--- src/rtl/dlsp_pkg.sv ---
// ----------------------------------------------------------------------------
// dlsp_pkg
// Shared types, codes and mode tables for the dual LED status pattern driver.
// ----------------------------------------------------------------------------
package dlsp_pkg;

    // Default counter width of each LED tick counter
    localparam int COUNT_BITS_DEFAULT = 16;

    // Width of the configuration thresholds
    localparam int CFG_W = 16;

    // Status field width and notable status codes
    localparam int STATUS_W = 4;
    localparam logic [STATUS_W-1:0] STATUS_LAST_NORMAL    = 4'd6;
    localparam logic [STATUS_W-1:0] STATUS_CRIT_BOTH_SLOW = 4'd7;
    localparam logic [STATUS_W-1:0] STATUS_CRIT_BOTH_FAST = 4'd10;
    localparam logic [STATUS_W-1:0] STATUS_LAST_KNOWN     = 4'd10;

    // Register file: indexes and bus widths
    localparam int APB_ADDR_W = 4;
    localparam int APB_DATA_W = 32;
    localparam int REG_IDX_W  = 2;
    localparam logic [REG_IDX_W-1:0] REG_DIM_OFF_TICKS    = 2'd0;
    localparam logic [REG_IDX_W-1:0] REG_SLOW_HALF_PERIOD = 2'd1;
    localparam logic [REG_IDX_W-1:0] REG_FAST_HALF_PERIOD = 2'd2;

    // Reset values of the registers
    localparam logic [CFG_W-1:0] DIM_OFF_TICKS_RST    = 16'd10;
    localparam logic [CFG_W-1:0] SLOW_HALF_PERIOD_RST = 16'd500;
    localparam logic [CFG_W-1:0] FAST_HALF_PERIOD_RST = 16'd100;

    // Stream widths
    localparam int S_TDATA_W = 8;
    localparam int M_TDATA_W = 8;

    // LED display mode
    typedef enum logic [2:0] {
        MODE_OFF    = 3'd0,
        MODE_DIM    = 3'd1,
        MODE_BRIGHT = 3'd2,
        MODE_SLOW   = 3'd3,
        MODE_FAST   = 3'd4
    } led_mode_t;

    // Configuration thresholds
    typedef struct packed {
        logic [CFG_W-1:0] dim_off_ticks;
        logic [CFG_W-1:0] slow_half_period;
        logic [CFG_W-1:0] fast_half_period;
    } cfg_t;

    // One tick beat
    typedef struct packed {
        logic                config_valid;
        logic                magnet_present;
        logic [STATUS_W-1:0] switch_status;
    } tick_t;

    // Alternate phasing request from the mode selector to an LED
    typedef struct packed {
        logic             load;
        logic             lit;
        logic [CFG_W-1:0] half;
    } phase_t;

    // LED1 mode for a known status code
    function automatic led_mode_t led1_mode(input logic [STATUS_W-1:0] status);
        led_mode_t m;
        case (status)
            4'd0:    m = MODE_DIM;
            4'd1:    m = MODE_DIM;
            4'd2:    m = MODE_SLOW;
            4'd3:    m = MODE_DIM;
            4'd4:    m = MODE_FAST;
            4'd5:    m = MODE_FAST;
            4'd6:    m = MODE_OFF;
            4'd7:    m = MODE_SLOW;
            4'd8:    m = MODE_SLOW;
            4'd9:    m = MODE_FAST;
            4'd10:   m = MODE_FAST;
            default: m = MODE_OFF;
        endcase
        return m;
    endfunction

    // LED2 mode for a known status code
    function automatic led_mode_t led2_mode(input logic [STATUS_W-1:0] status);
        led_mode_t m;
        case (status)
            4'd0:    m = MODE_OFF;
            4'd1:    m = MODE_SLOW;
            4'd2:    m = MODE_DIM;
            4'd3:    m = MODE_FAST;
            4'd4:    m = MODE_DIM;
            4'd5:    m = MODE_OFF;
            4'd6:    m = MODE_FAST;
            4'd7:    m = MODE_SLOW;
            4'd8:    m = MODE_FAST;
            4'd9:    m = MODE_SLOW;
            4'd10:   m = MODE_FAST;
            default: m = MODE_OFF;
        endcase
        return m;
    endfunction

endpackage

--- src/rtl/dlsp_cfg_regs.sv ---
// ----------------------------------------------------------------------------
// dlsp_cfg_regs
// APB register file holding the dim and blink thresholds.
// ----------------------------------------------------------------------------
module dlsp_cfg_regs
    import dlsp_pkg::*;
(
    input  logic                  aclk,
    input  logic                  aresetn,
    input  logic                  psel,
    input  logic                  penable,
    input  logic                  pwrite,
    input  logic [APB_ADDR_W-1:0] paddr,
    input  logic [APB_DATA_W-1:0] pwdata,
    output logic [APB_DATA_W-1:0] prdata,
    output logic                  pready,
    output cfg_t                  cfg
);

    cfg_t                 cfg_reg;
    logic                 wr_en;
    logic [REG_IDX_W-1:0] idx;

    assign pready = 1'b1;
    assign wr_en  = psel & penable & pwrite;
    assign idx    = paddr[APB_ADDR_W-1:2];

    // Register writes
    always_ff @(posedge aclk) begin
        if (!aresetn) begin
            cfg_reg.dim_off_ticks    <= DIM_OFF_TICKS_RST;
            cfg_reg.slow_half_period <= SLOW_HALF_PERIOD_RST;
            cfg_reg.fast_half_period <= FAST_HALF_PERIOD_RST;
        end else if (wr_en) begin
            case (idx)
                REG_DIM_OFF_TICKS:    cfg_reg.dim_off_ticks    <= pwdata[CFG_W-1:0];
                REG_SLOW_HALF_PERIOD: cfg_reg.slow_half_period <= pwdata[CFG_W-1:0];
                REG_FAST_HALF_PERIOD: cfg_reg.fast_half_period <= pwdata[CFG_W-1:0];
                default: ;
            endcase
        end
    end

    // Read mux
    always_comb begin
        case (idx)
            REG_DIM_OFF_TICKS:
                prdata = {{(APB_DATA_W-CFG_W){1'b0}}, cfg_reg.dim_off_ticks};
            REG_SLOW_HALF_PERIOD:
                prdata = {{(APB_DATA_W-CFG_W){1'b0}}, cfg_reg.slow_half_period};
            REG_FAST_HALF_PERIOD:
                prdata = {{(APB_DATA_W-CFG_W){1'b0}}, cfg_reg.fast_half_period};
            default:
                prdata = '0;
        endcase
    end

    assign cfg = cfg_reg;

endmodule

--- src/rtl/dlsp_mode_sel.sv ---
// ----------------------------------------------------------------------------
// dlsp_mode_sel
// Holds both LED modes and the critical flag; decodes the switch status.
// ----------------------------------------------------------------------------
module dlsp_mode_sel
    import dlsp_pkg::*;
(
    input  logic      aclk,
    input  logic      aresetn,
    input  logic      en,        // a tick is processed this cycle
    input  tick_t     tick,
    input  cfg_t      cfg,
    output led_mode_t mode1,     // mode in effect for this tick
    output led_mode_t mode2,
    output phase_t    phase1,
    output phase_t    phase2
);

    led_mode_t mode1_reg, mode1_next;
    led_mode_t mode2_reg, mode2_next;
    logic      crit_reg,  crit_next;
    logic      known;
    logic      critical;

    assign known    = tick.switch_status <= STATUS_LAST_KNOWN;
    assign critical = tick.switch_status > STATUS_LAST_NORMAL;

    // Next modes, critical flag and phasing request
    always_comb begin
        mode1_next = mode1_reg;
        mode2_next = mode2_reg;
        crit_next  = crit_reg;
        phase1     = '{load: 1'b0, lit: 1'b1, half: cfg.slow_half_period};
        phase2     = '{load: 1'b0, lit: 1'b0, half: cfg.slow_half_period};
        if (known) begin
            mode1_next = led1_mode(tick.switch_status);
            mode2_next = led2_mode(tick.switch_status);
            crit_next  = critical;
            // Entering a dual-blink critical case: LEDs alternate
            if (!crit_reg) begin
                if (tick.switch_status == STATUS_CRIT_BOTH_SLOW) begin
                    phase1.load = 1'b1;
                    phase2.load = 1'b1;
                end else if (tick.switch_status == STATUS_CRIT_BOTH_FAST) begin
                    phase1.load = 1'b1;
                    phase2.load = 1'b1;
                    phase1.half = cfg.fast_half_period;
                    phase2.half = cfg.fast_half_period;
                end
            end
        end
        if (tick.magnet_present) begin
            mode2_next = MODE_BRIGHT;
        end
    end

    assign mode1 = mode1_next;
    assign mode2 = mode2_next;

    // State update on valid-config ticks only
    always_ff @(posedge aclk) begin
        if (!aresetn) begin
            mode1_reg <= MODE_OFF;
            mode2_reg <= MODE_OFF;
            crit_reg  <= 1'b0;
        end else if (en && tick.config_valid) begin
            mode1_reg <= mode1_next;
            mode2_reg <= mode2_next;
            crit_reg  <= crit_next;
        end
    end

endmodule

--- src/rtl/dlsp_led_ctrl.sv ---
// ----------------------------------------------------------------------------
// dlsp_led_ctrl
// One LED: lit state and tick counter, stepped by the selected mode.
// ----------------------------------------------------------------------------
module dlsp_led_ctrl
    import dlsp_pkg::*;
#(
    parameter int COUNT_BITS = COUNT_BITS_DEFAULT
) (
    input  logic      aclk,
    input  logic      aresetn,
    input  logic      en,
    input  logic      config_valid,
    input  led_mode_t mode,
    input  phase_t    phase,
    input  cfg_t      cfg,
    output logic      lit_next
);

    localparam int CMP_W = (COUNT_BITS > CFG_W) ? COUNT_BITS : CFG_W;

    logic                  lit_reg;
    logic [COUNT_BITS-1:0] cnt_reg, cnt_next;
    logic [COUNT_BITS-1:0] cnt_base, cnt_mid;
    logic                  lit_base, lit_mid;
    logic [CFG_W:0]        half_p1;
    logic [CMP_W-1:0]      cnt_cmp;
    logic                  over_dim, over_slow, over_fast;

    // Starting point: current state or alternate phasing load
    assign half_p1  = {1'b0, phase.half} + {{CFG_W{1'b0}}, 1'b1};
    assign cnt_base = phase.load ? COUNT_BITS'(half_p1) : cnt_reg;
    assign lit_base = phase.load ? phase.lit : lit_reg;

    assign cnt_cmp   = CMP_W'(cnt_base);
    assign over_dim  = cnt_cmp > CMP_W'(cfg.dim_off_ticks);
    assign over_slow = cnt_cmp > CMP_W'(cfg.slow_half_period);
    assign over_fast = cnt_cmp > CMP_W'(cfg.fast_half_period);

    // Mode step
    always_comb begin
        lit_mid = lit_base;
        cnt_mid = cnt_base;
        case (mode)
            MODE_OFF: begin
                lit_mid = 1'b0;
                cnt_mid = '0;
            end
            MODE_DIM: begin
                if (!lit_base && over_dim) begin
                    lit_mid = 1'b1;
                    cnt_mid = '0;
                end else begin
                    lit_mid = 1'b0;
                end
            end
            MODE_BRIGHT: begin
                lit_mid = 1'b1;
                cnt_mid = '0;
            end
            MODE_SLOW: begin
                if (over_slow) begin
                    lit_mid = ~lit_base;
                    cnt_mid = '0;
                end
            end
            MODE_FAST: begin
                if (over_fast) begin
                    lit_mid = ~lit_base;
                    cnt_mid = '0;
                end
            end
            default: ;
        endcase
        cnt_next = cnt_mid + {{(COUNT_BITS-1){1'b0}}, 1'b1};
        // Config error pattern: lit, counter held
        lit_next = config_valid ? lit_mid : 1'b1;
    end

    always_ff @(posedge aclk) begin
        if (!aresetn) begin
            lit_reg <= 1'b0;
            cnt_reg <= '0;
        end else if (en) begin
            lit_reg <= lit_next;
            if (config_valid) begin
                cnt_reg <= cnt_next;
            end
        end
    end

endmodule

--- src/rtl/dual_led_status_pattern_driver.sv ---
// ----------------------------------------------------------------------------
// dual_led_status_pattern_driver
// Turns millisecond status ticks into the lit levels of two status LEDs.
// ----------------------------------------------------------------------------
// Each input beat is one tick and produces exactly one output beat holding
// the lit levels of LED1 and LED2 after that tick. A beat is registered on
// input, then the mode decode and both LED counter steps run combinationally
// into the output register. A new beat is taken every cycle while the output
// side keeps up. The user must write the thresholds over the APB port only
// while no tick is in flight; the block itself does not enforce this.
module dual_led_status_pattern_driver
    import dlsp_pkg::*;
#(
    parameter int COUNT_BITS = COUNT_BITS_DEFAULT
) (
    input  logic                  aclk,
    input  logic                  aresetn,
    // Tick input
    input  logic                  s_tvalid,
    output logic                  s_tready,
    input  logic [S_TDATA_W-1:0]  s_tdata,   // [3:0] switch_status, [4] magnet_present,
                                             // [5] config_valid, [7:6] zero
    // LED result output
    output logic                  m_tvalid,
    input  logic                  m_tready,
    output logic [M_TDATA_W-1:0]  m_tdata,   // [0] led1_on, [1] led2_on, [7:2] zero
    // Configuration
    input  logic                  psel,
    input  logic                  penable,
    input  logic                  pwrite,
    input  logic [APB_ADDR_W-1:0] paddr,
    input  logic [APB_DATA_W-1:0] pwdata,
    output logic [APB_DATA_W-1:0] prdata,
    output logic                  pready
);

    cfg_t      cfg;
    tick_t     tick_reg;
    logic      in_valid_reg;
    logic      out_valid_reg;
    logic [1:0] leds_reg;
    logic      step;
    led_mode_t mode1, mode2;
    phase_t    phase1, phase2;
    logic      led1_next, led2_next;

    // Handshake: a tick steps when the output register is free or draining
    assign step     = in_valid_reg && (!out_valid_reg || m_tready);
    assign s_tready = !in_valid_reg || step;

    dlsp_cfg_regs u_cfg (
        .aclk    (aclk),
        .aresetn (aresetn),
        .psel    (psel),
        .penable (penable),
        .pwrite  (pwrite),
        .paddr   (paddr),
        .pwdata  (pwdata),
        .prdata  (prdata),
        .pready  (pready),
        .cfg     (cfg)
    );

    // Input register
    always_ff @(posedge aclk) begin
        if (!aresetn) begin
            in_valid_reg <= 1'b0;
        end else if (s_tready) begin
            in_valid_reg <= s_tvalid;
        end
    end

    always_ff @(posedge aclk) begin
        if (s_tvalid && s_tready) begin
            tick_reg <= tick_t'(s_tdata[5:0]);
        end
    end

    dlsp_mode_sel u_mode (
        .aclk    (aclk),
        .aresetn (aresetn),
        .en      (step),
        .tick    (tick_reg),
        .cfg     (cfg),
        .mode1   (mode1),
        .mode2   (mode2),
        .phase1  (phase1),
        .phase2  (phase2)
    );

    dlsp_led_ctrl #(.COUNT_BITS(COUNT_BITS)) u_led1 (
        .aclk         (aclk),
        .aresetn      (aresetn),
        .en           (step),
        .config_valid (tick_reg.config_valid),
        .mode         (mode1),
        .phase        (phase1),
        .cfg          (cfg),
        .lit_next     (led1_next)
    );

    dlsp_led_ctrl #(.COUNT_BITS(COUNT_BITS)) u_led2 (
        .aclk         (aclk),
        .aresetn      (aresetn),
        .en           (step),
        .config_valid (tick_reg.config_valid),
        .mode         (mode2),
        .phase        (phase2),
        .cfg          (cfg),
        .lit_next     (led2_next)
    );

    // Output register
    always_ff @(posedge aclk) begin
        if (!aresetn) begin
            out_valid_reg <= 1'b0;
        end else if (step) begin
            out_valid_reg <= 1'b1;
        end else if (m_tready) begin
            out_valid_reg <= 1'b0;
        end
    end

    always_ff @(posedge aclk) begin
        if (step) begin
            leds_reg <= {led2_next, led1_next};
        end
    end

    assign m_tvalid = out_valid_reg;
    assign m_tdata  = {{(M_TDATA_W-2){1'b0}}, leds_reg};

endmodule
--- config.mk ---
export PLATFORM = sky130hd
export DESIGN_NAME = dual_led_status_pattern_driver
export DESIGN_NICKNAME = d
export VERILOG_FILES = /design/src/rtl/dlsp_pkg.sv /design/src/rtl/dlsp_cfg_regs.sv /design/src/rtl/dlsp_mode_sel.sv /design/src/rtl/dlsp_led_ctrl.sv /design/src/rtl/dual_led_status_pattern_driver.sv
export SDC_FILE = /design/constraint.sdc
export NUM_CORES = 1
export LEC_CHECK = 0
export BUFFER_PORTS_ARGS = -buffer_cell sky130_fd_sc_hd__buf_2
export CORE_ASPECT_RATIO = 1.5
export CORE_MARGIN = 2
export CORE_UTILIZATION = 45
export CTS_BUF_LIST = sky130_fd_sc_hd__clkbuf_4 sky130_fd_sc_hd__clkbuf_8
export CTS_CLUSTER_DIAMETER = 120
export CTS_CLUSTER_SIZE = 10
export DETAILED_ROUTE_END_ITERATION = 8
export MAX_ROUTING_LAYER = met4
export PLACE_DENSITY = 0.65
export SYNTH_ARGS = -nofsm -noshare
export SYNTH_HDL_FRONTEND = slang
export SYNTH_HIERARCHICAL = 1
export SYNTH_SLANG_ARGS = --single-unit
--- constraint.sdc ---
create_clock -name aclk -period 7.8 [get_ports aclk]
set_input_delay 0.39 -clock aclk [delete_from_list [all_inputs] [get_ports aclk]]
set_output_delay 0.39 -clock aclk [all_outputs]
set_load 0.03 [all_outputs]
* Word-level counts from Yosys, hierarchy flattened
Memory sizes are Yosys's and may differ from the RTL's. A register that Yosys moved wholly into a read port is not among the register bits.
Index checks and enable logic that the tools add are counted.
** Word-level totals
- Register bits after elaboration :: 99
- Bits in read-only memories :: 96
- Input bits :: 51
- Output and inout bits :: 43
- Word-level logic and storage cells :: 105
- Memories :: 2
** Memories
- (no name shown) :: depth 16, bits a word 3, read ports 1, clocked after Yosys merged registers in 1, wr ports 0, RTL line dlsp_pkg.sv:70 : case (status)
- (no name shown) :: depth 16, bits a word 3, read ports 1, clocked after Yosys merged registers in 1, wr ports 0, RTL line dlsp_pkg.sv:90 : case (status)
** Operators by class
- $add $sub $neg :: 3
- Order comparisons :: 8
- Eq/ne operators :: 12
- Muxes and demuxes :: 38
- Bitwise gates (word level) :: 4
- Reduce and logical (&&, ||, !) cells :: 22
** Operators by type and width (count)
- $mux 16 :: 12
- $pmux 16 s4 :: 2
- $gt 16x16->1 :: 6
- $add 16x1->16 const B :: 3
- $pmux 16 s3 :: 1
- $mux 1 :: 16
- $eq 3x2->1 const B :: 4
- $pmux 1 s5 :: 2
- $reduce_and 2->1 :: 5
- $mux 3 :: 3
- $mux 4 :: 2
- $eq 3x1->1 const B :: 2
- $eq 3x3->1 const B :: 2
- $logic_not 3->1 :: 2
- $logic_and 1x1->1 :: 5
- $eq 4x3->1 const B :: 1
- $eq 4x4->1 const B :: 1
- $gt 4x3->1 const B :: 1
- $le 4x4->1 const B :: 1
- $logic_not 1->1 :: 4
- $reduce_or 2->1 :: 2
- $and 1x1->1 :: 2
- $eq 2x1->1 const B :: 1
- $eq 2x2->1 const B :: 1
- 4 further kinds :: 6

* Longest topological paths before layout
- Depth in word-level cells :: 12
- Depth in mapped cells :: 29
- Gate-level depth less buffers :: 26

* Modules after synthesis
Netlist, hierarchy kept.
** Modules (own cells, without submodules)
- dlsp_led_ctrl at u_led2 :: times used 1, cells an instance 405, area an instance 2902.8 um^2, sequential area each 340.3 um^2
- dlsp_led_ctrl at u_led1 :: times used 1, cells an instance 381, area an instance 2795.2 um^2, sequential area each 340.3 um^2
- dlsp_cfg_regs :: times used 1, cells an instance 259, area an instance 2374.8 um^2, sequential area each 960.9 um^2
- dlsp_mode_sel :: times used 1, cells an instance 117, area an instance 975.9 um^2, sequential area each 140.1 um^2
- dual_led_status_pattern_driver :: times used 1, cells an instance 24, area an instance 392.9 um^2, sequential area each 280.3 um^2

* Worst setup path after synthesis
OpenSTA, ideal clock, no wires.
- Path kind :: register -> register
- Start point :: reg tick_reg[0] (netlist name)
- End point :: reg u_led1.cnt_reg[12]
- Library setup time :: 0.070 ns
- Data arrival time :: 5.921 ns
- Required time :: 7.730 ns
- Slack :: 1.809 ns
- Cell stages (with the launch flop) :: 30
- Buffers on the path :: 3
- Period minus slack after synthesis :: 5.991 ns
- Cells stage by stage :: edfxtp_1 > inv_1 > ha_1 > nor3b_4 > buf_6 > mux2_2 > ha_1 > nand4_1 > nor4_1 > xnor2_1 > nand2_1 > o21ai_0 > inv_1 > ha_1 > nand4_1 > nor2_1 > nand3_1 > o311a_1 > o31a_1 > o21ai_1 > buf_2 > nor2_1 > ha_1 > nor2b_1 > and4_1 > buf_2 > nand4_1 > xor2_1 > or3_1 > a21oi_1
** RTL lines
- from (decl) :: RTL line dual_led_status_pattern_driver.sv:38 : tick_t tick_reg;
- from (signal assigned) :: RTL line dual_led_status_pattern_driver.sv:75 : tick_reg <= tick_t'(s_tdata[5:0]);
- to (signal assigned) :: RTL line dlsp_led_ctrl.sv:87 : cnt_reg <= cnt_next;
- to (decl) :: RTL line dlsp_led_ctrl.sv:23 : logic [COUNT_BITS-1:0] cnt_reg, cnt_next;

==> impl_results.md <==
* Fin nets at 1353
* Seq/Total Area, Yosys at 0.218
* Clock skew at 0.0173 ns
* Avg Cell Area, Syn at 7.96 um2
* Final setup violation count at 0
* Synth top area share at 0.193
* Asr flop ratio synth at 0
* Peak supply drop at 0.000130 V
* First-pass GRT wire length at 41900 um
* Worst Tran Pin Value at 1.21 ns
* Starting Density at 0.461
* Max frequency at 0.143 GHz
* Final wirelength at 27200 um
* Rel. slew slack at 0.191
* CTS Buf Count at 9
* First-pass detailed-route iteration total at 5
* Crit-path max FO at 16
* Initial detailed-routing violation count at 455
* Post-CTS Resized at 0
* Worst EP arrival at 7.29 ns
* Outcome: finished, final reports clean
* Max-slew violations at 0
* EDFF count, synth at 8
* Total GRT Usage at 0.255
* Dpl hpwl at 20700 um
* Crit. End Element: flop
* Clock Path Buffers at 2
* IO Pins at 94
* Post-route ant nets at 0
* Number of port buffers at 50
* CP delay by family, top: simple AND/OR/NAND/NOR gates
* Vert. Die Dim at 181 um
* Die ar. at 0.0222 mm2
* Core box area at 0.0205 mm2
* Share of layout cells above drive strength 1 at 0.112
* Vias in the first global route at 7883
* Commonest cells in the netlist: 146 x nand2_1, 122 x inv_1, 106 x ha_1
* Wire per inst at 18.6 um
* Total Power at 0.00124 W
* CP startpoint kind: flop
* Critical Path RT at 8.11 ns
* Max-cap viol count at 0
* Max reg flops at 48
* Number of hold violations in the final report at 0
* Hold_buf cts at 0
* Cell variety after synth at 88
* DRC Markers at 0
* Placer Congestion at 0.920
* RSZ-0062 raised after global routing: no
* Count leader, synth: nand2_1
* Ant. Diodes at 0
* Prevailing post-synth register cell: dfxtp_1
* Pleak at 4.22 nW
* Fin crit share at 0.895
* Initial antenna violation count at 0
* Top post-synthesis cells by area: dfxtp_1 19%, ha_1 14%, mux2i_1 7.8%, nand2_1 5.8%, inv_1 4.9%
* Setup bufs post-CTS at 0
* Pwr dens at 126 mW/mm2
* CTS tree: yes
* Row count at 64
* Die width at 122 um
* Root Driver: clkbuf_8
* Final min period at 6.98 ns
* Synth-to-Final Area Change at 4.04%
* Gr ovfl total at 0
* Worst Path Buf+Inv at 1
* Clock Latency Late Sink at 0.42 ns
* CTS sink count at 99
* Via count at 8341
* Routed vias/inst at 5.69
* Synth Instances at 1186
* Synthesized area at 0.00944 mm2
* Hold slack at 0.143 ns
* Kind of critical path: flop to flop
* Final TNS setup at 0 ns
* Warnings, synthesis at 6
* Hold Path Class: input port to flop
* Clock slew at reported path FFs at 0.10 ns
* Crit-path slowest cell: or4_1
* H-tree Lvls at 3
* Yosys reg bits at 99
* Crit-path cells: inv_1, ha_1, nor3b_4, mux2_2, nand3_1, nor4_1, a21oi_1, a211o_1, ha_1, nand4_1, or4_1, nor4b_1, or3_1, nand4_1, nor2b_1, ha_1, nand2_1, nor4_2, nand4_1, xnor2_1, a22o_1
* Largest net degree at the start of global routing at 88
* Crit-path max cell delay at 0.62 ns
* Cell taking the most area after synthesis: dfxtp_1
-- stage by stage --
stage,instance area (um2),setup WS [ns],utilization,cells
after floorplan,9520,1.81,-,1206
after detailed placement,9590,0.874,0.468,1449
after global placement,9590,0.996,0.468,1449
after global routing,9820,0.347,0.479,1465
after CTS,9820,0.859,0.479,1465
final,9820,0.820,0.479,1465
-- worst paths after layout --
path,from,to,slack [ns],cells past startpoint
worst max-delay path,tick_reg[0],u_led2/cnt_reg[14],0.82,21
worst min register to register,u_led2/cnt_reg[3],u_led2/cnt_reg[3],0.45,2
worst min-delay path,s_tdata[0],tick_reg[0],0.14,1
worst max register to register,tick_reg[0],u_led2/cnt_reg[14],0.82,21
-- worst reg2reg max path, stage by stage, from the launching register on --
cell and delay [ns]:
edfxtp_1 0.51, inv_1 0.13, ha_1 0.30, nor3b_4 0.59, mux2_2 0.41, nand3_1 0.42, nor4_1 0.45, a21oi_1 0.12
a211o_1 0.39, ha_1 0.34, nand4_1 0.20, or4_1 0.62, nor4b_1 0.17, or3_1 0.40, nand4_1 0.36, nor2b_1 0.26
ha_1 0.20, nand2_1 0.11, nor4_2 0.39, nand4_1 0.18, xnor2_1 0.16, a22o_1 0.19
-- cells in the final DEF, fill, tap and decap left out, drive strengths merged, types with 5 or more instances in the layout --
master / netlist / routed
ha: 106 / 106
o21ai: 57 / 57
clkbuf: 15 / 11
mux2: 17 / 17
nor2b: 37 / 37
inv: 122 / 123
nor4: 13 / 13
nor2: 63 / 63
or4: 10 / 10
or3: 20 / 20
nor3: 14 / 14
nand3: 38 / 38
xnor2: 20 / 20
a21o: 7 / 7
o31ai: 8 / 8
edfxtp: 8 / 8
mux2i: 74 / 74
a31oi: 15 / 15
and2: 7 / 7
a211oi: 8 / 8
buf: 67 / 62
nand2: 149 / 149
conb: 5 / 25
o211a: 5 / 5
nand4: 34 / 34
dfxtp: 91 / 91
nand2b: 9 / 9
nor3b: 7 / 7
xor2: 17 / 17
nand3b: 5 / 5
a21oi: 70 / 70
a31o: 6 / 6
-- per-layer routing --
metal	track usage	vias to the layer above	part of all wire	routed length [um]
li1	-	4132	-	-
met1	0.272	3883	0.39	10600
met2	0.433	223	0.49	13500
met3	0.0383	103	0.047	1290
met4	0.162	0	0.070	1910
met5	-	-	0	0
-- power by group --
part	internal (W)	total [W]	switching (W)
clock network	0.000195	0.000393	0.000198
registers	0.000523	0.000538	0.0000150
logic	0.000106	0.000306	0.000200
-- kinds of logic (layout without fill, tap and decap cells) --
group,Yosys count,in the layout,share of synthesized area
XOR/XNOR,37,37,0.0343
flip-flops,99,99,0.218
AND/OR/NAND/NOR,420,420,0.239
AO/OA/AOI/OAI,222,222,0.154
buffers and inverters,206,201,0.113
other,5,25,0.00199
adder cells (fa/ha/maj),106,106,0.140
multiplexers,91,91,0.0987
-- cell type report --
cell class	instances	area, um2
Fill cell	2076	10700
Multi-Input combinational cell	901	6400
Sequential cell	99	2060
Inverter	123	462
Timing Repair Buffer	62	340
Tap cell	264	330
Clock buffer	11	145
Clock inverter	5	85.1
Power figures use the tool's default switching activity.
